`src/rtl/mafs_pkg.sv`:
```
// ----------------------------------------------------------------------------
// MPEG audio frame sync parser: shared package
// Types, register indexes, result kinds and the bitrate and frame length ROMs.
// ----------------------------------------------------------------------------
package mafs_pkg;

    // Sync pattern
    localparam logic [7:0] SYNC_BYTE0 = 8'hFF;
    localparam logic [7:0] SYNC_MASK1 = 8'hE0;

    // Reset values of the configuration registers
    localparam logic [1:0] VERSION_RESET = 2'd3;
    localparam logic [1:0] LAYER_RESET   = 2'd1;

    // Register index, taken from paddr[2]
    typedef enum logic
    {
        REG_VERSION = 1'b0,
        REG_LAYER   = 1'b1
    } reg_idx_t;

    // What an output item carries
    typedef enum logic
    {
        KIND_HEADER = 1'b0,
        KIND_SAMPLE = 1'b1
    } kind_t;

    // Frame length limits of a valid header
    localparam logic [10:0] FRAME_MIN    = 11'd96;
    localparam logic [10:0] FRAME_MAX    = 11'd1441;
    localparam logic [10:0] HEADER_BYTES = 11'd4;

    // Layer III bitrate table in kbit/s, index 0 and 15 are forbidden
    localparam logic [8:0] KBPS_ROM [16] = '{
        9'd0,   9'd32,  9'd40,  9'd48,  9'd56,  9'd64,  9'd80,  9'd96,
        9'd112, 9'd128, 9'd160, 9'd192, 9'd224, 9'd256, 9'd320, 9'd0
    };

    // Frame length without padding, floor(144000 * kbps / rate)
    localparam logic [10:0] LEN_44K1 [16] = '{
        11'd0,   11'd104, 11'd130, 11'd156, 11'd182, 11'd208, 11'd261, 11'd313,
        11'd365, 11'd417, 11'd522, 11'd626, 11'd731, 11'd835, 11'd1044, 11'd0
    };
    localparam logic [10:0] LEN_48K [16] = '{
        11'd0,   11'd96,  11'd120, 11'd144, 11'd168, 11'd192, 11'd240, 11'd288,
        11'd336, 11'd384, 11'd480, 11'd576, 11'd672, 11'd768, 11'd960, 11'd0
    };
    localparam logic [10:0] LEN_32K [16] = '{
        11'd0,   11'd144, 11'd180, 11'd216, 11'd252, 11'd288, 11'd360, 11'd432,
        11'd504, 11'd576, 11'd720, 11'd864, 11'd1008, 11'd1152, 11'd1440, 11'd0
    };

    // Rate index codes
    localparam logic [1:0] RATE_44K1 = 2'd0;
    localparam logic [1:0] RATE_48K  = 2'd1;
    localparam logic [1:0] RATE_32K  = 2'd2;
    localparam logic [1:0] RATE_BAD  = 2'd3;

    // Configuration registers
    typedef struct packed
    {
        logic [1:0] wanted_version;
        logic [1:0] wanted_layer;
    } cfg_t;

    // Decoded header candidate
    typedef struct packed
    {
        logic        match;
        logic [1:0]  version_field;
        logic [1:0]  layer_field;
        logic [8:0]  bitrate_kbps;
        logic [1:0]  rate_index;
        logic        padding_flag;
        logic        crc_protected;
        logic [1:0]  chan_mode;
        logic [1:0]  mode_ext;
        logic [10:0] frame_bytes;
    } hdr_t;

    // Frame length lookup; zero for forbidden codes
    function automatic logic [10:0] frame_len(input logic [3:0] bri, input logic [1:0] rti);
        logic [10:0] len;
        begin
            unique case (rti)
                RATE_44K1: len = LEN_44K1[bri];
                RATE_48K:  len = LEN_48K[bri];
                RATE_32K:  len = LEN_32K[bri];
                default:   len = 11'd0;
            endcase
            return len;
        end
    endfunction

endpackage

```
`src/rtl/mafs_cfg_regs.sv`:
```
// ----------------------------------------------------------------------------
// MPEG audio frame sync parser: configuration registers
// APB-style port holding the wanted version and layer fields.
// ----------------------------------------------------------------------------
module mafs_cfg_regs
    import mafs_pkg::*;
(
    input  logic        clk,
    input  logic        rst_n,
    input  logic        psel,
    input  logic        penable,
    input  logic        pwrite,
    input  logic [2:0]  paddr,
    input  logic [31:0] pwdata,
    output logic [31:0] prdata,
    output logic        pready,
    output cfg_t        cfg
);

    cfg_t     cfg_reg;
    logic     wr_en;
    reg_idx_t idx;

    assign pready = 1'b1;
    assign wr_en  = psel && penable && pwrite && pready;
    assign idx    = reg_idx_t'(paddr[2]);
    assign cfg    = cfg_reg;

    // Register writes
    always_ff @(posedge clk or negedge rst_n)
    begin
        if (!rst_n)
        begin
            cfg_reg.wanted_version <= VERSION_RESET;
            cfg_reg.wanted_layer   <= LAYER_RESET;
        end
        else if (wr_en)
        begin
            unique case (idx)
                REG_VERSION: cfg_reg.wanted_version <= pwdata[1:0];
                REG_LAYER:   cfg_reg.wanted_layer   <= pwdata[1:0];
                default:     cfg_reg <= cfg_reg;
            endcase
        end
    end

    // Read back
    always_comb
    begin
        unique case (idx)
            REG_VERSION: prdata = {30'd0, cfg_reg.wanted_version};
            REG_LAYER:   prdata = {30'd0, cfg_reg.wanted_layer};
            default:     prdata = 32'd0;
        endcase
    end

endmodule

```
`src/rtl/mafs_hdr_decode.sv`:
```
// ----------------------------------------------------------------------------
// MPEG audio frame sync parser: header decode
// Checks the three window bytes for a wanted header and looks up its length.
// ----------------------------------------------------------------------------
module mafs_hdr_decode
    import mafs_pkg::*;
(
    input  logic [23:0] window,
    input  logic [7:0]  byte_in,
    input  cfg_t        cfg,
    output hdr_t        hdr
);

    logic [7:0]  b0;
    logic [7:0]  b1;
    logic [7:0]  b2;
    logic [3:0]  bri;
    logic [1:0]  rti;
    logic [8:0]  kbps;
    logic [10:0] base_len;

    assign b0 = window[23:16];
    assign b1 = window[15:8];
    assign b2 = window[7:0];
    assign bri = b2[7:4];
    assign rti = b2[3:2];
    assign kbps = KBPS_ROM[bri];
    assign base_len = frame_len(bri, rti);

    // Field extraction and match
    always_comb
    begin
        hdr.version_field  = b1[4:3];
        hdr.layer_field    = b1[2:1];
        hdr.bitrate_kbps   = kbps;
        hdr.rate_index     = rti;
        hdr.padding_flag   = b2[1];
        hdr.crc_protected  = ~b1[0];
        hdr.chan_mode      = byte_in[7:6];
        hdr.mode_ext       = byte_in[5:4];
        hdr.frame_bytes    = base_len + {10'd0, b2[1]};
        hdr.match          = (b0 == SYNC_BYTE0)
                          && ((b1 & SYNC_MASK1) == SYNC_MASK1)
                          && (b1[4:3] == cfg.wanted_version)
                          && (b1[2:1] == cfg.wanted_layer)
                          && (kbps != 9'd0)
                          && (rti != RATE_BAD);
    end

endmodule

```
`src/rtl/mpeg_audio_frame_sync_parser.sv`:
```
// ----------------------------------------------------------------------------
// MPEG audio frame sync parser: top level
// Hunts for frame headers in a byte stream and passes payload bytes as samples.
// ----------------------------------------------------------------------------
// The block takes one stream byte per clock cycle and gives at most one item per
// byte: an accepted byte is held in the input register, then the parse stage
// updates the hunt state and loads the output register. While hunting it looks
// at the last three bytes plus the new one; a header that carries the sync, the
// configured version and layer and legal bitrate and rate codes yields a header
// item whose frame length comes from a constant ROM, then frame_bytes-4 sample
// items (byte minus 128) follow, after which hunting starts over with an empty
// window. The parse stage advances whenever the output register is empty or
// being taken, so a full byte rate is kept unless the output side stalls.
module mpeg_audio_frame_sync_parser
    import mafs_pkg::*;
(
    input  logic        clk,
    input  logic        rst_n,
    // stream input
    input  logic        s_axis_tvalid,
    output logic        s_axis_tready,
    input  logic [7:0]  s_axis_tdata,    // [7:0] byte_in
    // stream output
    output logic        m_axis_tvalid,
    input  logic        m_axis_tready,
    output logic [71:0] m_axis_tdata,    // [7:0] sample, [9:8] version_field,
                                         // [11:10] layer_field, [20:12] bitrate_kbps,
                                         // [22:21] rate_index, [23] padding_flag,
                                         // [24] crc_protected, [26:25] chan_mode,
                                         // [28:27] mode_ext,
                                         // [39:29] frame_bytes, [71:40] frame_count
    output logic        m_axis_tuser,    // [0] result_kind
    // configuration
    input  logic        psel,
    input  logic        penable,
    input  logic        pwrite,
    input  logic [2:0]  paddr,
    input  logic [31:0] pwdata,
    output logic [31:0] prdata,
    output logic        pready
);

    cfg_t  cfg;
    hdr_t  hdr;

    // Input register
    logic        in_valid_reg;
    logic [7:0]  in_byte_reg;

    // Parse state
    logic [23:0] window_reg,       window_next;
    logic [1:0]  fill_reg,         fill_next;
    logic        in_payload_reg,   in_payload_next;
    logic [10:0] payload_left_reg, payload_left_next;
    logic [31:0] frames_reg,       frames_next;

    // Output register
    logic        out_valid_reg;
    kind_t       out_kind_reg,     out_kind_next;
    logic [71:0] out_data_reg,     out_data_next;

    logic        out_free;
    logic        fire;
    logic        emit;
    logic [10:0] left_dec;

    mafs_cfg_regs u_cfg
    (
        .clk     (clk),
        .rst_n   (rst_n),
        .psel    (psel),
        .penable (penable),
        .pwrite  (pwrite),
        .paddr   (paddr),
        .pwdata  (pwdata),
        .prdata  (prdata),
        .pready  (pready),
        .cfg     (cfg)
    );

    mafs_hdr_decode u_dec
    (
        .window  (window_reg),
        .byte_in (in_byte_reg),
        .cfg     (cfg),
        .hdr     (hdr)
    );

    // Handshake
    assign out_free      = !out_valid_reg || m_axis_tready;
    assign fire          = in_valid_reg && out_free;
    assign s_axis_tready = !in_valid_reg || fire;
    assign m_axis_tvalid = out_valid_reg;
    assign m_axis_tdata  = out_data_reg;
    assign m_axis_tuser  = out_kind_reg;

    assign left_dec = (payload_left_reg != 11'd0) ? payload_left_reg - 11'd1 : 11'd0;

    // Parse step for the item in the input register
    always_comb
    begin
        window_next       = window_reg;
        fill_next         = fill_reg;
        in_payload_next   = in_payload_reg;
        payload_left_next = payload_left_reg;
        frames_next       = frames_reg;
        out_kind_next     = KIND_SAMPLE;
        out_data_next     = 72'd0;
        emit              = 1'b0;
        priority if (in_payload_reg)
        begin
            emit              = 1'b1;
            out_kind_next     = KIND_SAMPLE;
            out_data_next     = {64'd0, in_byte_reg ^ 8'h80};
            payload_left_next = left_dec;
            if (left_dec == 11'd0)
            begin
                in_payload_next = 1'b0;
                fill_next       = 2'd0;
                window_next     = 24'd0;
            end
        end
        else if (fill_reg != 2'd3)
        begin
            window_next = {window_reg[15:0], in_byte_reg};
            fill_next   = fill_reg + 2'd1;
        end
        else if (!hdr.match)
        begin
            window_next = {window_reg[15:0], in_byte_reg};
        end
        else
        begin
            emit              = 1'b1;
            frames_next       = frames_reg + 32'd1;
            out_kind_next     = KIND_HEADER;
            out_data_next     = {frames_next, hdr.frame_bytes, hdr.mode_ext,
                                 hdr.chan_mode, hdr.crc_protected, hdr.padding_flag,
                                 hdr.rate_index, hdr.bitrate_kbps, hdr.layer_field,
                                 hdr.version_field, 8'd0};
            window_next       = 24'd0;
            fill_next         = 2'd0;
            payload_left_next = hdr.frame_bytes - HEADER_BYTES;
            in_payload_next   = (payload_left_next != 11'd0);
        end
    end

    // Control registers
    always_ff @(posedge clk or negedge rst_n)
    begin
        if (!rst_n)
        begin
            in_valid_reg     <= 1'b0;
            out_valid_reg    <= 1'b0;
            window_reg       <= 24'd0;
            fill_reg         <= 2'd0;
            in_payload_reg   <= 1'b0;
            payload_left_reg <= 11'd0;
            frames_reg       <= 32'd0;
        end
        else
        begin
            if (s_axis_tvalid && s_axis_tready)
            begin
                in_valid_reg <= 1'b1;
            end
            else if (fire)
            begin
                in_valid_reg <= 1'b0;
            end

            if (fire && emit)
            begin
                out_valid_reg <= 1'b1;
            end
            else if (m_axis_tready)
            begin
                out_valid_reg <= 1'b0;
            end

            if (fire)
            begin
                window_reg       <= window_next;
                fill_reg         <= fill_next;
                in_payload_reg   <= in_payload_next;
                payload_left_reg <= payload_left_next;
                frames_reg       <= frames_next;
            end
        end
    end

    // Payload registers
    always_ff @(posedge clk)
    begin
        if (s_axis_tvalid && s_axis_tready)
        begin
            in_byte_reg <= s_axis_tdata;
        end
        if (fire && emit)
        begin
            out_kind_reg <= out_kind_next;
            out_data_reg <= out_data_next;
        end
    end

`ifndef ASSERT_OFF
    // A frame in progress always has bytes left to pass
    a_payload_left: assert property (@(posedge clk) disable iff (!rst_n)
        in_payload_reg |-> payload_left_reg != 11'd0)
        else $error("payload state with no bytes left");

    // The window is empty throughout a frame's payload
    a_window_empty: assert property (@(posedge clk) disable iff (!rst_n)
        in_payload_reg |-> (fill_reg == 2'd0) && (window_reg == 24'd0))
        else $error("window not empty during payload");

    // A header item carries a legal frame length and no sample
    a_header_len: assert property (@(posedge clk) disable iff (!rst_n)
        (m_axis_tvalid && (m_axis_tuser == KIND_HEADER)) |->
        (m_axis_tdata[39:29] >= FRAME_MIN) && (m_axis_tdata[39:29] <= FRAME_MAX)
        && (m_axis_tdata[7:0] == 8'd0))
        else $error("header item with bad frame length");

    // A sample item carries nothing but the sample
    a_sample_clean: assert property (@(posedge clk) disable iff (!rst_n)
        (m_axis_tvalid && (m_axis_tuser == KIND_SAMPLE)) |-> m_axis_tdata[71:8] == 64'd0)
        else $error("sample item with header fields set");
`endif

endmodule
```
`config.mk`:
```
export PLATFORM = sky130hd
export DESIGN_NAME = mpeg_audio_frame_sync_parser
export DESIGN_NICKNAME = d
export VERILOG_FILES = /design/src/rtl/mafs_pkg.sv /design/src/rtl/mafs_cfg_regs.sv /design/src/rtl/mafs_hdr_decode.sv /design/src/rtl/mpeg_audio_frame_sync_parser.sv
export SDC_FILE = /design/constraint.sdc
export NUM_CORES = 1
export LEC_CHECK = 0
export BUFFER_PORTS_ARGS = -buffer_cell sky130_fd_sc_hd__buf_2
export CORE_UTILIZATION = 51
export CTS_BUF_LIST = sky130_fd_sc_hd__clkbuf_8 sky130_fd_sc_hd__clkbuf_16
export DETAILED_ROUTE_END_ITERATION = 8
export PLACE_DENSITY = 0.74
export SLEW_MARGIN = 30
export SYNTH_ARGS = -nofsm -noshare
export SYNTH_HDL_FRONTEND = slang
export SYNTH_SLANG_ARGS = --single-unit
```
`constraint.sdc`:
```
create_clock -name clk -period 6.25 [get_ports clk]
set_input_delay 0.625 -clock clk [delete_from_list [all_inputs] [get_ports clk]]
set_output_delay 0.625 -clock clk [all_outputs]
set_load 0.03 [all_outputs]
```
==> results.ini <==
[outcome]
outcome = completed

[setup_path]
cpPeakStageDelay_ns = 0.61
crit_fanout = 60
cp_slowest_cell = inv_4
critical_path.startpoint_type = register
r2r_start = window_reg[5]$_DFFE_PN0P_
worstSetupEndpoint = m_axis_tdata[3]$_SDFFCE_PN0P_
ff2ff_path_depth = 10
crit_buf_inv = 3
crit_cells = 10
cp_cell_sequence = inv_1, ha_1, mux2i_1, or2_2, a21boi_0, a41oi_1, a21o_1, nand2_1, inv_4, buf_4
regToRegSetupSlack_ns = 2.05
path_class = register to register
crit_family = buffers and inverters
end_kind = register
cp.arrival_ns = 4.28
worstPathRequired_ns = 6.33
worstSetupStartpoint = window_reg[5]$_DFFE_PN0P_
reg2reg_to = m_axis_tdata[3]$_SDFFCE_PN0P_

[logic_synthesis]
async_reset_ff_share_pct = 49.4
synthTopCellsByArea = edfxtp_1 (28%), dfrtp_1 (22%), xnor2_1 (4.7%), nor2_1 (4.1%), xor2_1 (3.9%)
synth_top_area_cell = edfxtp_1
yosysTopAreaCellShare_pct = 28.2
ys_types = 72
synth_edf_count = 78
syn_inst = 776
ys.flop_type = edfxtp_1
ys_ff_latch = 154
syn_area_um2 = 8320
ys_warn_count = 0
yosysSeqAreaShare_pct = 51.1
avgSynthCellArea_um2 = 10.7

[clock_tree]
cts_sinks = 154
root_buffer = clkbuf_16
ctsResizeCount = 0
path_clk_slew_ns = 0.06
cts_tree = done
cts.path.max_buffers = 2
htreeDepth = 4
hold_buffers = 0
cts_buffers = 17
cts_post_setup_buffers_inserted = 0
clkLatencyLatePin_ns = 0.42

[layout]
largest_reg_flops = 69
final_core_util_pct = 59.1
layout.nets = 925
antenna_cells = 0
layout-drive-gt1-share_pct = 18.2
final_cell_mix = nor2_1 (90), buf_2 (90), edfxtp_1 (78), dfrtp_1 (73), nand2_1 (59)
area_growth_pct = 12.9

[power]
power_density_nw_per_um2 = 275
power_uw = 2580
leakage_uw = 0.00396
vdd_drop_max_mv = 0.219

[sta]
relSlewSlack_pct = 44.7
fmax_mhz = 238
tightest_slew_ns = 0.829
whs_ns = 0.227
finalCritPeriodShare_pct = 67.2
finalClockSkew_ns = 0.00975
setup_violations = 0
rsz0062_at_grt = false
tns_ns = 0
finalWorstPathRequiredPeriod_ns = 4.20
finalHoldViolations = 0
drv_slew = 0

[die]
die_w_um = 130
start_util_pct = 52.4
die_area_um2 = 16800
coreArea_um2 = 15900
fp.dieH_um = 130
num_rows = 46
num_io_pins = 158

[placement]
place.port_buffers = 91
hpwl_um = 11200
gp_congestion = 0.872

[global_routing]
grt_max_degree = 77
globalRouteOverflowTotal = 0
grtUsageTotal_pct = 21.7
grt_pass1_vias = 5631
antenna_found_initial = 0
grt_pass1_wl_um = 28300

[drt]
wire_per_inst_um = 15.6
ant_nets = 0
drc = 0
first_pass_iters = 5
routed_wl_um = 17000
viasPerCell = 5.46
vias = 5934
first_iter_violations = 444

[hold_path]
hold_path.class = input pin to async pin

[flow_run]
drv_cap = 0

per-layer routing:
metal | vias to the layer above | share of wire (%) | track usage (%)
li1 | 2847 | - | -
met1 | 2894 | 46 | 30.1
met2 | 177 | 48 | 34.5
met3 | 16 | 5.0 | 4.55
met4 | 0 | 1.3 | 6.16
met5 | - | 0 | 0
report_power, final:
| part | internal, µW | leakage (µW) | switching [µW] |
|---|---|---|---|
| sequential | 1160 | 0.00180 | 52.6 |
| combinational | 113 | 0.00187 | 254 |
| clock | 605 | 0.000293 | 401 |
cell type report:
cell class	count	area, µm²
well taps	216	270
multi-input cells	565	3690
fillers	1394	6490
inverters	20	77.6
repair buffers	99	522
clock inverters	13	128
flip-flops and latches	154	4250
clock buffers	19	453
synth_stat cells (4+ instances only):
library cell and n:
a211oi_1 5, a21o_1 4, a21oi_1 18, a22o_1 27
and2_1 22, and3_1 14, buf_2 7, buf_4 38
clkbuf_1 20, dfrtp_1 73, edfxtp_1 78, ha_1 18
inv_1 18, mux2_2 9, mux2i_1 9, nand2_1 59
nand2b_1 11, nand3_1 20, nand3b_1 4, nand4_1 7
nand4b_1 6, nor2_1 90, nor2b_1 9, nor3_1 10
o211ai_1 8, o21a_1 6, o21ai_0 25, o21ai_1 4
o22ai_1 5, or2_2 4, or3_1 7, xnor2_1 45
xor2_1 37
worst min-delay path by stage:
stage                                            end  slack [ns]                        from  depth (start not counted)
after floorplan              fill_reg[0]$_DFFE_PN0P_        0.33                       rst_n                          0
after CTS                   in_byte_reg[0]$_DFFE_PP_        0.36             s_axis_tdata[0]                          1
after detailed placement  frames_reg[31]$_DFFE_PN0P_        0.48  frames_reg[31]$_DFFE_PN0P_                          1
after global routing      frames_reg[10]$_DFFE_PN0P_        0.28                       rst_n                          1
after global placement    frames_reg[31]$_DFFE_PN0P_        0.47  frames_reg[31]$_DFFE_PN0P_                          1
final                     frames_reg[10]$_DFFE_PN0P_        0.23                       rst_n                          1
stage by stage:
step	area (µm²)	instances	worst slack (ns)
floorplan	8440	808	1.59
global placement	8800	1054	2.03
detailed placement	8810	1054	1.94
CTS	9390	1086	1.94
global route	9390	1086	1.69
finish	9390	1086	2.05
cells by family (layout without fill, tap and decap cells):
kind of cell	after synthesis	in the layout	synth area share (%)
AO/OA/AOI/OAI	131	131	11.5
XOR/XNOR	83	83	8.83
adder cells (fa/ha/maj)	18	18	2.71
buffers and inverters	89	151	6.11
flip-flops	154	154	51.1
multiplexers	21	21	3.11
other	2	34	0.0903
AND/OR/NAND/NOR	278	278	16.6
No activity file was read; power rests on OpenSTA's default activity.
